**config.mk**
```make
export PLATFORM = sky130hd
export DESIGN_NAME = rtf_token_lexer_flat
export DESIGN_NICKNAME = d
export VERILOG_FILES = /design/src/design/rtf_tl_pkg.sv /design/src/design/rtf_tl_if.sv /design/src/design/rtf_token_lexer.sv /design/src/flat_wrapper.sv
export SDC_FILE = /design/constraint.sdc
export NUM_CORES = 1
export LEC_CHECK = 0
export BUFFER_PORTS_ARGS = -buffer_cell sky130_fd_sc_hd__buf_2
export CELL_PAD_IN_SITES_DETAIL_PLACEMENT = 0
export CELL_PAD_IN_SITES_GLOBAL_PLACEMENT = 1
export CORE_MARGIN = 3
export CORE_UTILIZATION = 30
export DETAILED_ROUTE_END_ITERATION = 8
export PLACE_DENSITY = 0.59
export SYNTH_ARGS = -nofsm -noshare
export SYNTH_HDL_FRONTEND = slang
export SYNTH_SLANG_ARGS = --single-unit
```
**constraint.sdc**
```tcl
create_clock -name i_clk -period 7.9 [get_ports i_clk]
set_clock_uncertainty 0.1 [all_clocks]
set_input_delay 1.58 -clock i_clk [delete_from_list [all_inputs] [get_ports i_clk]]
set_output_delay 1.58 -clock i_clk [all_outputs]
set_load 0.005 [all_outputs]
```
**src/design/rtf_tl_pkg.sv**
```systemverilog
`timescale 1ns / 1ps
// Types, codes and byte classifiers shared by the RTF token lexer files.
// No dependencies.
package rtf_tl_pkg;

    typedef logic [2:0] t_kind;
    typedef logic [2:0] t_mode;

    // Token kinds as seen on the result channel
    localparam t_kind K_OPEN   = 3'd0;
    localparam t_kind K_CLOSE  = 3'd1;
    localparam t_kind K_LETTER = 3'd2;
    localparam t_kind K_WEND   = 3'd3;
    localparam t_kind K_SYMBOL = 3'd4;
    localparam t_kind K_HEX    = 3'd5;
    localparam t_kind K_TEXT   = 3'd6;
    localparam t_kind K_BIN    = 3'd7;

    // Lexer state codes; anything else behaves as idle
    localparam t_mode MODE_IDLE = 3'd0;
    localparam t_mode MODE_ESC  = 3'd1;
    localparam t_mode MODE_WORD = 3'd2;
    localparam t_mode MODE_NUM  = 3'd3;
    localparam t_mode MODE_HEX1 = 3'd4;
    localparam t_mode MODE_HEX2 = 3'd5;
    localparam t_mode MODE_SKIP = 3'd6;

    localparam logic [7:0] CH_OPEN  = 8'h7B;
    localparam logic [7:0] CH_CLOSE = 8'h7D;
    localparam logic [7:0] CH_BSL   = 8'h5C;
    localparam logic [7:0] CH_QUOTE = 8'h27;
    localparam logic [7:0] CH_MINUS = 8'h2D;
    localparam logic [7:0] CH_SPACE = 8'h20;
    localparam logic [7:0] CH_CR    = 8'h0D;
    localparam logic [7:0] CH_LF    = 8'h0A;
    localparam logic [7:0] CH_ZERO  = 8'h30;
    localparam logic [7:0] CH_B     = 8'h62;
    localparam logic [7:0] CH_I     = 8'h69;
    localparam logic [7:0] CH_N     = 8'h6E;

    localparam logic [30:0] PARAM_MAX = 31'h7FFF_FFFF;

    typedef struct packed {
        t_kind       token_kind;
        logic [7:0]  char_value;
        logic [31:0] param_value;
        logic        has_param;
        logic        param_overflow;
        logic        last;
    } t_token;

    typedef struct packed {
        logic   emit;
        logic   esc;
        t_token tok;
    } t_idle;

    function automatic logic is_letter(input logic [7:0] b);
        return (b inside {[8'h61:8'h7A]}) || (b inside {[8'h41:8'h5A]});
    endfunction

    function automatic logic is_digit(input logic [7:0] b);
        return b inside {[8'h30:8'h39]};
    endfunction

    // {valid, nibble}
    function automatic logic [4:0] hex_val(input logic [7:0] b);
        logic [4:0] r;
        r = 5'd0;
        if (b inside {[8'h30:8'h39]})      r = {1'b1, b[3:0]};
        else if (b inside {[8'h61:8'h66]}) r = {1'b1, b[3:0] + 4'd9};
        else if (b inside {[8'h41:8'h46]}) r = {1'b1, b[3:0] + 4'd9};
        return r;
    endfunction

    // Byte seen between tokens: brace, backslash, dropped line end or text
    function automatic t_idle idle_byte(input logic [7:0] b);
        t_idle r;
        r = '0;
        if (b == CH_CR || b == CH_LF) begin
            r.emit = 1'b0;
        end else if (b == CH_OPEN) begin
            r.emit = 1'b1;
            r.tok.token_kind = K_OPEN;
        end else if (b == CH_CLOSE) begin
            r.emit = 1'b1;
            r.tok.token_kind = K_CLOSE;
        end else if (b == CH_BSL) begin
            r.esc = 1'b1;
        end else begin
            r.emit = 1'b1;
            r.tok.token_kind = K_TEXT;
            r.tok.char_value = b;
        end
        return r;
    endfunction

endpackage

```
**src/design/rtf_tl_if.sv**
```systemverilog
`timescale 1ns / 1ps
// Valid/ready channels of the RTF token lexer: raw byte in, token word out.
// Depends on rtf_tl_pkg.
interface rtf_tl_byte_if;
    logic       valid;
    logic       ready;
    logic [7:0] data_byte;

    modport source (output valid, output data_byte, input ready);
    modport sink   (input valid, input data_byte, output ready);
endinterface

interface rtf_tl_tok_if;
    import rtf_tl_pkg::*;

    logic               valid;
    logic               ready;
    t_kind              token_kind;
    logic [7:0]         char_value;
    logic signed [31:0] param_value;
    logic               has_param;
    logic               param_overflow;
    logic               last;

    modport source (output valid, output token_kind, output char_value, output param_value,
                    output has_param, output param_overflow, output last, input ready);
    modport sink   (input valid, input token_kind, input char_value, input param_value,
                    input has_param, input param_overflow, input last, output ready);
endinterface

```
**src/design/rtf_token_lexer.sv**
```systemverilog
`timescale 1ns / 1ps
// Top level of the byte-serial RTF token lexer.
// Depends on rtf_tl_pkg and the channel interfaces in rtf_tl_if.
//
// Usage:
//   i_byte carries one raw RTF byte per word; o_tok carries one token word
//   (kind, character, parameter, flags, last). A byte gives zero, one or two
//   tokens; last marks the final token a byte caused.
//   The lexer state and the tokens of a byte are worked out in the cycle the
//   byte is accepted; the tokens land in a four-entry output queue and show
//   on o_tok once the tokens queued ahead of them have been taken.
//   Throughput: one byte per cycle while the receiver keeps up. i_byte.ready
//   is high whenever the queue has room for two tokens, so one queued token
//   waiting for the receiver does not hold off input. A byte that gives two
//   tokens fills two queue entries; a steady run of those is paced by the
//   single output port of the queue, which holds off input while they drain.
//   When the receiver stalls, the queue fills and i_byte.ready drops once
//   fewer than two entries are free; queued words hold until taken.
//   Reset (synchronous, active low) empties the queue and returns the lexer
//   to idle between tokens with the parameter state cleared.
module rtf_token_lexer (
    input  logic         i_clk,
    input  logic         i_rst_n,
    rtf_tl_byte_if.sink  i_byte,
    rtf_tl_tok_if.source o_tok
);
    import rtf_tl_pkg::*;

    localparam int QDEPTH = 4;
    localparam int QAW    = $clog2(QDEPTH);

    // Lexer state
    t_mode       r_mode,   n_mode;
    logic [1:0]  r_bin,    n_bin;
    logic [30:0] r_accum,  n_accum;
    logic        r_neg,    n_neg;
    logic        r_seen,   n_seen;
    logic        r_ovf,    n_ovf;
    logic [7:0]  r_hex1,   n_hex1;
    logic [30:0] r_skip,   n_skip;

    // Output queue
    t_token          r_q [QDEPTH];
    logic [QAW-1:0]  r_head, r_tail;
    logic [QAW:0]    r_count;

    logic       w_acc, w_pop;
    logic [7:0] w_b;
    t_idle      w_idle;
    t_token     w_tok0, w_tok1;
    logic [1:0] w_push;
    logic [35:0] w_wide;
    logic [31:0] w_val;
    logic [4:0]  w_hi, w_lo;

    assign w_b    = i_byte.data_byte;
    assign w_acc  = i_byte.valid && i_byte.ready;
    assign w_pop  = o_tok.valid && o_tok.ready;
    assign w_idle = idle_byte(w_b);
    assign w_hi   = hex_val(r_hex1);
    assign w_lo   = hex_val(w_b);

    // accum * 10 + digit; magnitude above the 31-bit maximum is an overflow
    assign w_wide = {2'b00, r_accum, 3'b000} + {4'b0000, r_accum, 1'b0}
                  + {28'd0, w_b - CH_ZERO};

    // Parameter as reported at word end
    assign w_val = r_ovf ? 32'd0 :
                   (r_neg ? (32'd0 - {1'b0, r_accum}) : {1'b0, r_accum});

    assign i_byte.ready = (r_count <= (QAW+1)'(QDEPTH - 2));

    always_comb begin
        n_mode  = r_mode;
        n_bin   = r_bin;
        n_accum = r_accum;
        n_neg   = r_neg;
        n_seen  = r_seen;
        n_ovf   = r_ovf;
        n_hex1  = r_hex1;
        n_skip  = r_skip;
        w_tok0  = '0;
        w_tok1  = '0;
        w_push  = 2'd0;

        case (r_mode)
            MODE_SKIP: begin
                // drop the byte silently
                n_skip = (r_skip != 31'd0) ? r_skip - 31'd1 : 31'd0;
                if (n_skip == 31'd0) n_mode = MODE_IDLE;
            end
            MODE_HEX1: begin
                n_hex1 = w_b;
                n_mode = MODE_HEX2;
            end
            MODE_HEX2: begin
                w_tok0.token_kind = K_HEX;
                w_tok0.char_value = (w_hi[4] && w_lo[4]) ? {w_hi[3:0], w_lo[3:0]} : 8'd0;
                w_push = 2'd1;
                n_mode = MODE_IDLE;
            end
            MODE_ESC: begin
                if (is_letter(w_b)) begin
                    n_bin   = (w_b == CH_B) ? 2'd1 : 2'd0;
                    n_accum = '0;
                    n_neg   = 1'b0;
                    n_seen  = 1'b0;
                    n_ovf   = 1'b0;
                    w_tok0.token_kind = K_LETTER;
                    w_tok0.char_value = w_b;
                    w_push = 2'd1;
                    n_mode = MODE_WORD;
                end else if (w_b == CH_QUOTE) begin
                    n_mode = MODE_HEX1;
                end else begin
                    w_tok0.token_kind = K_SYMBOL;
                    w_tok0.char_value = w_b;
                    w_push = 2'd1;
                    n_mode = MODE_IDLE;
                end
            end
            MODE_WORD, MODE_NUM: begin
                if (r_mode == MODE_WORD && is_letter(w_b)) begin
                    if (r_bin == 2'd1 && w_b == CH_I)      n_bin = 2'd2;
                    else if (r_bin == 2'd2 && w_b == CH_N) n_bin = 2'd3;
                    else                                   n_bin = 2'd0;
                    w_tok0.token_kind = K_LETTER;
                    w_tok0.char_value = w_b;
                    w_push = 2'd1;
                end else if (r_mode == MODE_WORD && w_b == CH_MINUS) begin
                    n_neg  = 1'b1;
                    n_mode = MODE_NUM;
                end else if (is_digit(w_b)) begin
                    n_seen = 1'b1;
                    n_mode = MODE_NUM;
                    if (!r_ovf) begin
                        if (w_wide > {5'd0, PARAM_MAX}) begin
                            n_ovf   = 1'b1;
                            n_accum = '0;
                        end else begin
                            n_accum = w_wide[30:0];
                        end
                    end
                end else begin
                    // word end: report the parameter; outside a binary run a non-space terminator is reprocessed
                    n_mode = MODE_IDLE;
                    w_tok0.param_value    = w_val;
                    w_tok0.has_param      = r_seen;
                    w_tok0.param_overflow = r_ovf;
                    w_tok0.token_kind     = (r_bin == 2'd3) ? K_BIN : K_WEND;
                    w_push = 2'd1;
                    if (r_bin == 2'd3 && !r_ovf && !r_neg && r_accum != 31'd0) begin
                        // binary run: a non-space terminator is the first skipped byte
                        n_skip = (w_b == CH_SPACE) ? r_accum : r_accum - 31'd1;
                        if (n_skip != 31'd0) n_mode = MODE_SKIP;
                    end else if (w_b != CH_SPACE) begin
                        if (w_idle.esc) n_mode = MODE_ESC;
                        if (w_idle.emit) begin
                            w_tok1 = w_idle.tok;
                            w_push = 2'd2;
                        end
                    end
                end
            end
            default: begin
                n_mode = w_idle.esc ? MODE_ESC : MODE_IDLE;
                if (w_idle.emit) begin
                    w_tok0 = w_idle.tok;
                    w_push = 2'd1;
                end
            end
        endcase

        // flag the final token of this byte
        if (w_push == 2'd1) w_tok0.last = 1'b1;
        if (w_push == 2'd2) w_tok1.last = 1'b1;
    end

    // Lexer state: advance on every accepted byte
    always_ff @(posedge i_clk) begin
        if (!i_rst_n) begin
            r_mode  <= MODE_IDLE;
            r_bin   <= 2'd0;
            r_accum <= '0;
            r_neg   <= 1'b0;
            r_seen  <= 1'b0;
            r_ovf   <= 1'b0;
            r_hex1  <= 8'd0;
            r_skip  <= '0;
        end else if (w_acc) begin
            r_mode  <= n_mode;
            r_bin   <= n_bin;
            r_accum <= n_accum;
            r_neg   <= n_neg;
            r_seen  <= n_seen;
            r_ovf   <= n_ovf;
            r_hex1  <= n_hex1;
            r_skip  <= n_skip;
        end
    end

    // Queue pointers
    always_ff @(posedge i_clk) begin
        if (!i_rst_n) begin
            r_head  <= '0;
            r_tail  <= '0;
            r_count <= '0;
        end else begin
            r_head  <= r_head + QAW'(w_pop);
            r_tail  <= r_tail + (w_acc ? QAW'(w_push) : QAW'(0));
            r_count <= r_count + (w_acc ? (QAW+1)'(w_push) : (QAW+1)'(0))
                     - (QAW+1)'(w_pop);
        end
    end

    // Queue payload
    always_ff @(posedge i_clk) begin
        if (w_acc && w_push != 2'd0) r_q[r_tail] <= w_tok0;
        if (w_acc && w_push == 2'd2) r_q[r_tail + QAW'(1)] <= w_tok1;
    end

    assign o_tok.valid          = (r_count != '0);
    assign o_tok.token_kind     = r_q[r_head].token_kind;
    assign o_tok.char_value     = r_q[r_head].char_value;
    assign o_tok.param_value    = $signed(r_q[r_head].param_value);
    assign o_tok.has_param      = r_q[r_head].has_param;
    assign o_tok.param_overflow = r_q[r_head].param_overflow;
    assign o_tok.last           = r_q[r_head].last;

endmodule

```
**src/flat_wrapper.sv**
```systemverilog
// flat-port wrapper written by rule: the top's interface ports become plain ports
module rtf_token_lexer_flat import rtf_tl_pkg::*;
  (i_clk, i_rst_n, i_byte_valid, i_byte_data_byte, i_byte_ready, o_tok_valid, o_tok_token_kind, o_tok_char_value, o_tok_param_value, o_tok_has_param, o_tok_param_overflow, o_tok_last, o_tok_ready);
  rtf_tl_byte_if i_byte_i ();
  rtf_tl_tok_if o_tok_i ();
  input  logic i_clk;
  input  logic i_rst_n;
  input wire logic [$bits(i_byte_i.valid)-1:0] i_byte_valid;
  input wire logic [$bits(i_byte_i.data_byte)-1:0] i_byte_data_byte;
  output wire logic [$bits(i_byte_i.ready)-1:0] i_byte_ready;
  output wire logic [$bits(o_tok_i.valid)-1:0] o_tok_valid;
  output wire logic [$bits(o_tok_i.token_kind)-1:0] o_tok_token_kind;
  output wire logic [$bits(o_tok_i.char_value)-1:0] o_tok_char_value;
  output wire logic [$bits(o_tok_i.param_value)-1:0] o_tok_param_value;
  output wire logic [$bits(o_tok_i.has_param)-1:0] o_tok_has_param;
  output wire logic [$bits(o_tok_i.param_overflow)-1:0] o_tok_param_overflow;
  output wire logic [$bits(o_tok_i.last)-1:0] o_tok_last;
  input wire logic [$bits(o_tok_i.ready)-1:0] o_tok_ready;
  assign i_byte_i.valid = i_byte_valid;
  assign i_byte_i.data_byte = i_byte_data_byte;
  assign i_byte_ready = i_byte_i.ready;
  assign o_tok_valid = o_tok_i.valid;
  assign o_tok_token_kind = o_tok_i.token_kind;
  assign o_tok_char_value = o_tok_i.char_value;
  assign o_tok_param_value = o_tok_i.param_value;
  assign o_tok_has_param = o_tok_i.has_param;
  assign o_tok_param_overflow = o_tok_i.param_overflow;
  assign o_tok_last = o_tok_i.last;
  assign o_tok_i.ready = o_tok_ready;
  rtf_token_lexer u_core (.i_clk(i_clk), .i_rst_n(i_rst_n), .i_byte(i_byte_i), .o_tok(o_tok_i));
endmodule
```
* After elaboration in Yosys (flattened, before gate mapping)
Memories as Yosys holds them, arrays and structs flattened. A register that Yosys moved wholly into a read port is not among the register bits.
Index checks and enable logic that the tools add are counted.
** Cells by class
- $add $sub $neg :: 13
- Magnitude comparators :: 16
- Equality and inequality tests :: 33
- Muxes and demuxes :: 106
- Reductions and logical operators :: 43
** Operators with widths (count)
- 31-bit two-way mux :: 12
- 46-bit two-way mux :: 7
- 31-bit one-hot mux with 2 select lines :: 2
- 34-bit two-way mux :: 3
- 31-bit nonzero test :: 3
- 34-bit one-hot mux with 2 select lines :: 1
- 32-bit two-way mux :: 2
- 31-bit by 1-bit subtractor with 31-bit output, second input constant :: 2
- 8-bit by 7-bit equality test with 1-bit output, second input constant :: 6
- 8-bit by 7-bit <= comparator with 1-bit output, second input constant :: 6
- 3-bit two-way mux :: 15
- 11-bit one-hot mux with 4 select lines :: 1
- 36-bit by 8-bit adder with 36-bit output :: 1
- 36-bit by 31-bit greater-than comparator with 1-bit output, second input constant :: 1
- 34-bit by 32-bit adder with 35-bit output :: 1
- 11-bit two-way mux :: 3
- 8-bit by 7-bit >= comparator with 1-bit output, second input constant :: 4
- 8-bit two-way mux :: 4
- 1-bit by 31-bit subtractor with 32-bit output, first input constant :: 1
- 31-bit zero test :: 1
- 5-bit two-way mux :: 6
- 1-bit two-way mux :: 29
- 2-bit two-way mux :: 14
- 8-bit by 6-bit equality test with 1-bit output, second input constant :: 3
- 38 further kinds :: 83
** Word-level totals
- Register bits :: 85
- Memory bits (writable) :: 184
- Memories :: 1
** Memory list
- u_core.r_q :: depth 4, width 46, read ports 1, clocked after Yosys merged registers in 1, write ports 2, line rtf_token_lexer.sv:43 : t_token r_q [QDEPTH];

* Depth between registers and ports, before layout
- Depth in word-level cells :: 16
- Gate-level depth with buffers :: 18

* Worst setup path before layout
Ideal clock, no wire load.
- Path type :: input port to flip-flop
- Start :: in i_byte_data_byte[4]
- End :: mem u_core.r_q[3][0] (netlist bit) (enable)
- Arrival time :: 4537 ps
- Required time :: 7468 ps
- Setup slack :: 2930 ps
- Stages :: 13
- Cell sequence :: inv_1 > ha_1 > or3b_2 > clkbuf_1 > nand4bb_1 > and3_1 > clkbuf_1 > o311ai_1 > clkbuf_1 > or3_1 > buf_2 > clkbuf_1 > nand2_1
** RTL lines
- start, declared :: line flat_wrapper.sv:9 : input wire logic [$bits(i_byte_i.data_byte)-1:0] i_byte_data_byte;
- end, declared :: line rtf_token_lexer.sv:43

* Worst setup path after layout
- Start :: reg u_core.r_accum[3]
- End :: reg u_core.r_accum[21]
** On the way
- Longest elaborated chain between the ends :: 9
** RTL lines
- start, declared :: line rtf_token_lexer.sv:35 : logic [30:0] r_accum, n_accum;
- start signal, assigned :: line rtf_token_lexer.sv:193 : r_accum <= n_accum;
- 34-bit by 32-bit adder with 35-bit output * :: line rtf_token_lexer.sv:64 : assign w_wide = {2'b00, r_accum, 3'b000} + {4'b0000, r_accum, 1'b0}
- 36-bit by 8-bit adder with 36-bit output * :: line rtf_token_lexer.sv:65 : + {28'd0, w_b - CH_ZERO};
- 36-bit by 31-bit greater-than comparator with 1-bit output :: line rtf_token_lexer.sv:137 : if (w_wide > {5'd0, PARAM_MAX}) begin
- 31-bit two-way mux * :: line rtf_token_lexer.sv:137
- 31-bit two-way mux * :: line rtf_token_lexer.sv:136 : if (!r_ovf) begin
- 31-bit two-way mux * :: line rtf_token_lexer.sv:133 : end else if (is_digit(w_b)) begin
- 31-bit two-way mux * :: line rtf_token_lexer.sv:130 : end else if (r_mode == MODE_WORD && w_b == CH_MINUS) begin
- 31-bit two-way mux * :: line rtf_token_lexer.sv:123 : if (r_mode == MODE_WORD && is_letter(w_b)) begin
- 31-bit one-hot mux with 2 select lines * :: line rtf_token_lexer.sv:86 : case (r_mode)
Mark *: on every way between the ends. The rest lies on a longest branch, timed or not. The select of a mux whose other input is x is not followed.
A chain may end at the register's enable or synchronous reset.

==> results_dict.tcl <==
set metrics [dict create \
    critPathMaxStageDelay_ps 980 \
    antenna_found_initial 3 \
    maxSlewViolCount 0 \
    max_slew_margin_pct 20.48 \
    synth-async-reset-ratio_pct 0 \
    syn_area_per_cell_sq_um 8.355 \
    ys_warn_count 0 \
    routabilityCongestion 0.8726 \
    comb_power_share_pct 15.9 \
    cp.required_ps 8210 \
    synth_simple_gate_area_share_pct 21.33 \
    nNetsFinal 2030 \
    worstPathCellList "ha_1, a211oi_1, o211ai_1, a31oi_1, o21bai_1, xnor2_1, nand4b_1, nor4_2, a31oi_1, o211ai_2, o21ai_0" \
    switching_power_w 0.001061 \
    overflow 0 \
    synth_nets 2075 \
    drt_iter0_drc 999 \
    arrival_ps 5770 \
    seqPwrFrac_pct 42.9 \
    grt_pass1_wl_mm 87.75 \
    rsz0062_at_grt "false" \
    post-route-period-util_pct 69.14 \
    synth_seq_cells 269 \
    coreArea_sq_mm 0.05456 \
    placed_cells 2666 \
    critPathBufInv 0 \
    hold_violations 0 \
    io_buffers 59 \
    std_cell_rows 85 \
    cts_post_setup_buffers_inserted 0 \
    htreeDepth 1 \
    cpLargestDelayFamily "compound AO/OA/AOI/OAI gates" \
    synth_top_area_share_pct 26.41 \
    synthDistinctLibCells 96 \
    grt_max_degree 76 \
    fmax_mhz 183.1 \
    crit_path_end_kind "register" \
    tightestPinTransition_ps 1189 \
    synth_mux_area_share_pct 6.939 \
    crit_path_max_fanout 31 \
    cts_tree "yes" \
    dp_hpwl_mm 39.59 \
    cts_buffers 31 \
    clk_pin_slew_ps 60 \
    grt_pass1_vias 14640 \
    synth_edf_count 48 \
    drc 0 \
    synth_adder_area_share_pct 4.467 \
    leakage_nw 6.625 \
    wirelength_mm 55.91 \
    synthCells 2005 \
    fp.dieH_microns 242.3 \
    clkPwrFrac_pct 41.3 \
    netlist_top_cells_area "dfxtp_1, edfxtp_1, o21ai_0, mux4_2, nand2_1" \
    slowest_stage "o211ai_2" \
    worst_skew_pair.late_latency_ps 600 \
    pwr_density_cell_mw_per_mm2 195.7 \
    synth_compound_area_share_pct 20.97 \
    synth_xor_area_share_pct 6.483 \
    irDropWorstVdd_mv 0.1582 \
    finalNonFillerCells 2723 \
    wire_per_inst_microns 20.53 \
    outcome "complete, no violations" \
    via_per_inst 5.532 \
    initial_utilization_pct 30.70 \
    synth_top_area_cell "dfxtp_1" \
    cpMostUsedCell "a31oi_1" \
    detail-route-antenna-nets 0 \
    antenna_cells 0 \
    cts_hold_buf 0 \
    fin_ws_ps 2438 \
    gr-usage-all-layers_pct 18.52 \
    netlist_area_sq_mm 0.01675 \
    synthFlopType "dfxtp_1" \
    synth_top_family_by_area "simple AND/OR/NAND/NOR gates" \
    cts_root_buffer "clkbuf_16" \
    path_class "register to register" \
    hp-class "register to register" \
    design.die.area_sq_mm 0.05871 \
    start_kind "register" \
    tns_ps 0 \
    switching_share_pct 29.25 \
    area_delta_synth_final_pct 10.61 \
    io-pin-count 60 \
    die_x_microns 242.3 \
    max-cap-violations 0 \
    p_int_w 0.002566 \
    setup_viol 0 \
    drt_pass1_iterations 5 \
    cts_buffer_depth 3 \
    cts_sinks 269 \
    pre_cts_slack_ps 1953 \
    num_vias 15060 \
    fin_crit_ps 5462 \
    drive_above_1_share_pct 10.99 \
    cts_resized 0 \
    seq_area_frac_synth_pct 35.02 \
]
## sequential cells by signal, indices dropped and copies added, names as in the netlist
name            count
u_core.r_q        184
u_core.r_accum     31
u_core.r_skip      31
u_core.r_hex1       8
u_core.r_count      3
u_core.r_mode       3
u_core.r_bin        2
u_core.r_head       2
u_core.r_tail       2
u_core.r_neg        1
u_core.r_ovf        1
u_core.r_seen       1
## Yosys cell counts, types with 20 or more instances
| cell | instances |
|---|---|
| dfxtp_1 | 221 |
| o21ai_0 | 220 |
| nand2_1 | 219 |
| nor2_1 | 153 |
| nand3_1 | 127 |
| clkbuf_1 | 116 |
| a21oi_1 | 98 |
| xnor2_1 | 87 |
| nor3_1 | 62 |
| ha_1 | 55 |
| o22ai_1 | 53 |
| edfxtp_1 | 48 |
| mux4_2 | 46 |
| xor2_1 | 37 |
| inv_1 | 33 |
| o21ai_1 | 26 |
| nor4_1 | 23 |
| buf_2 | 22 |
| nand2b_1 | 20 |
| or3_1 | 20 |
## metrics by stage
| step | hold slack [ps] | instance area (sq um) | total power, W | util (%) |
|---|---|---|---|---|
| after floorplan | 335.8 | 16750 | 0.001957 | - |
| after global placement | 344.1 | 17470 | 0.002164 | 32.03 |
| after detailed placement | 353.1 | 17470 | 0.002169 | 32.03 |
| after CTS | 361.4 | 18530 | 0.003676 | 33.96 |
| after global routing | 386.8 | 18530 | 0.003792 | 33.96 |
| final | 362.3 | 18530 | 0.003627 | 33.96 |
## layout by cell type (no fill, tap or decap), drive strengths merged, types with 17 or more instances in the layout
master / n
ha: 55
nand3: 130
clkbuf: 48
nor3: 64
nor4: 27
xnor2: 87
a21oi: 98
nor2: 154
o22ai: 53
inv: 35
nand2b: 20
nand4: 17
a211oi: 19
nand2: 220
o21ai: 247
mux4: 46
o31ai: 19
edfxtp: 48
xor2: 37
buf: 78
or3: 22
dfxtp: 221
## cells by family (layout without fill, tap and decap cells)
| group | count (synthesis) | after routing |
|---|---|---|
| muxes | 58 | 58 |
| xor gates and xnor gates | 124 | 124 |
| and+or+nand+nor | 726 | 726 |
| DFF | 269 | 269 |
| buffers and inverters | 193 | 172 |
| adders and majority gates | 58 | 58 |
| AOI/OAI and AO/OA | 577 | 577 |
## power by group through the flow
stage | Combinational [W] | Clock (W) | Sequential [W]
detailed placement | 0.000579 | 0 | 0.00159
floorplan | 0.000460 | 0 | 0.00150
global route | 0.000633 | 0.00159 | 0.00157
global placement | 0.000576 | 0 | 0.00159
CTS | 0.000581 | 0.00154 | 0.00156
finish | 0.000576 | 0.00150 | 0.00155
## metal layers
layer  vias to the layer above  GRT usage, %  routed length, microns
met5                         -             0                       0
met4                         0         3.890                    1122
met3                        70         2.136                    2726
met2                       364         30.03                   25210
met1                      7335         26.50                   26840
li1                       7294             -                       -
## path summary, 6_finish.rpt
kind                                         from            endpoint  slack (ps)  cells past startpoint
worst max register to register  u_core.r_accum[3]  u_core.r_accum[21]        2440                     11
worst min-delay path            u_core.r_q[1][14]   u_core.r_q[1][14]         360                      2
worst min register to register  u_core.r_q[1][14]   u_core.r_q[1][14]         360                      2
worst max-delay path            u_core.r_accum[3]  u_core.r_accum[21]        2440                     11
## area by class of cell
type,count,area [sq um]
tap,739,924.6
fill,5726,36030
inverter,37,143.9
clock buffer,48,913.4
timing repair buffer,78,437.9
multi-input combinational,1543,10100
clock inverter,9,141.4
sequential,269,5871
## worst reg2reg max path, cell delays in order (launching register included)
cell	delay (ps)
dfxtp_1	730
ha_1	370
a211oi_1	340
o211ai_1	170
a31oi_1	570
o21bai_1	270
xnor2_1	210
nand4b_1	410
nor4_2	640
a31oi_1	220
o211ai_2	980
o21ai_0	270
(Power assumes the default switching activity.)
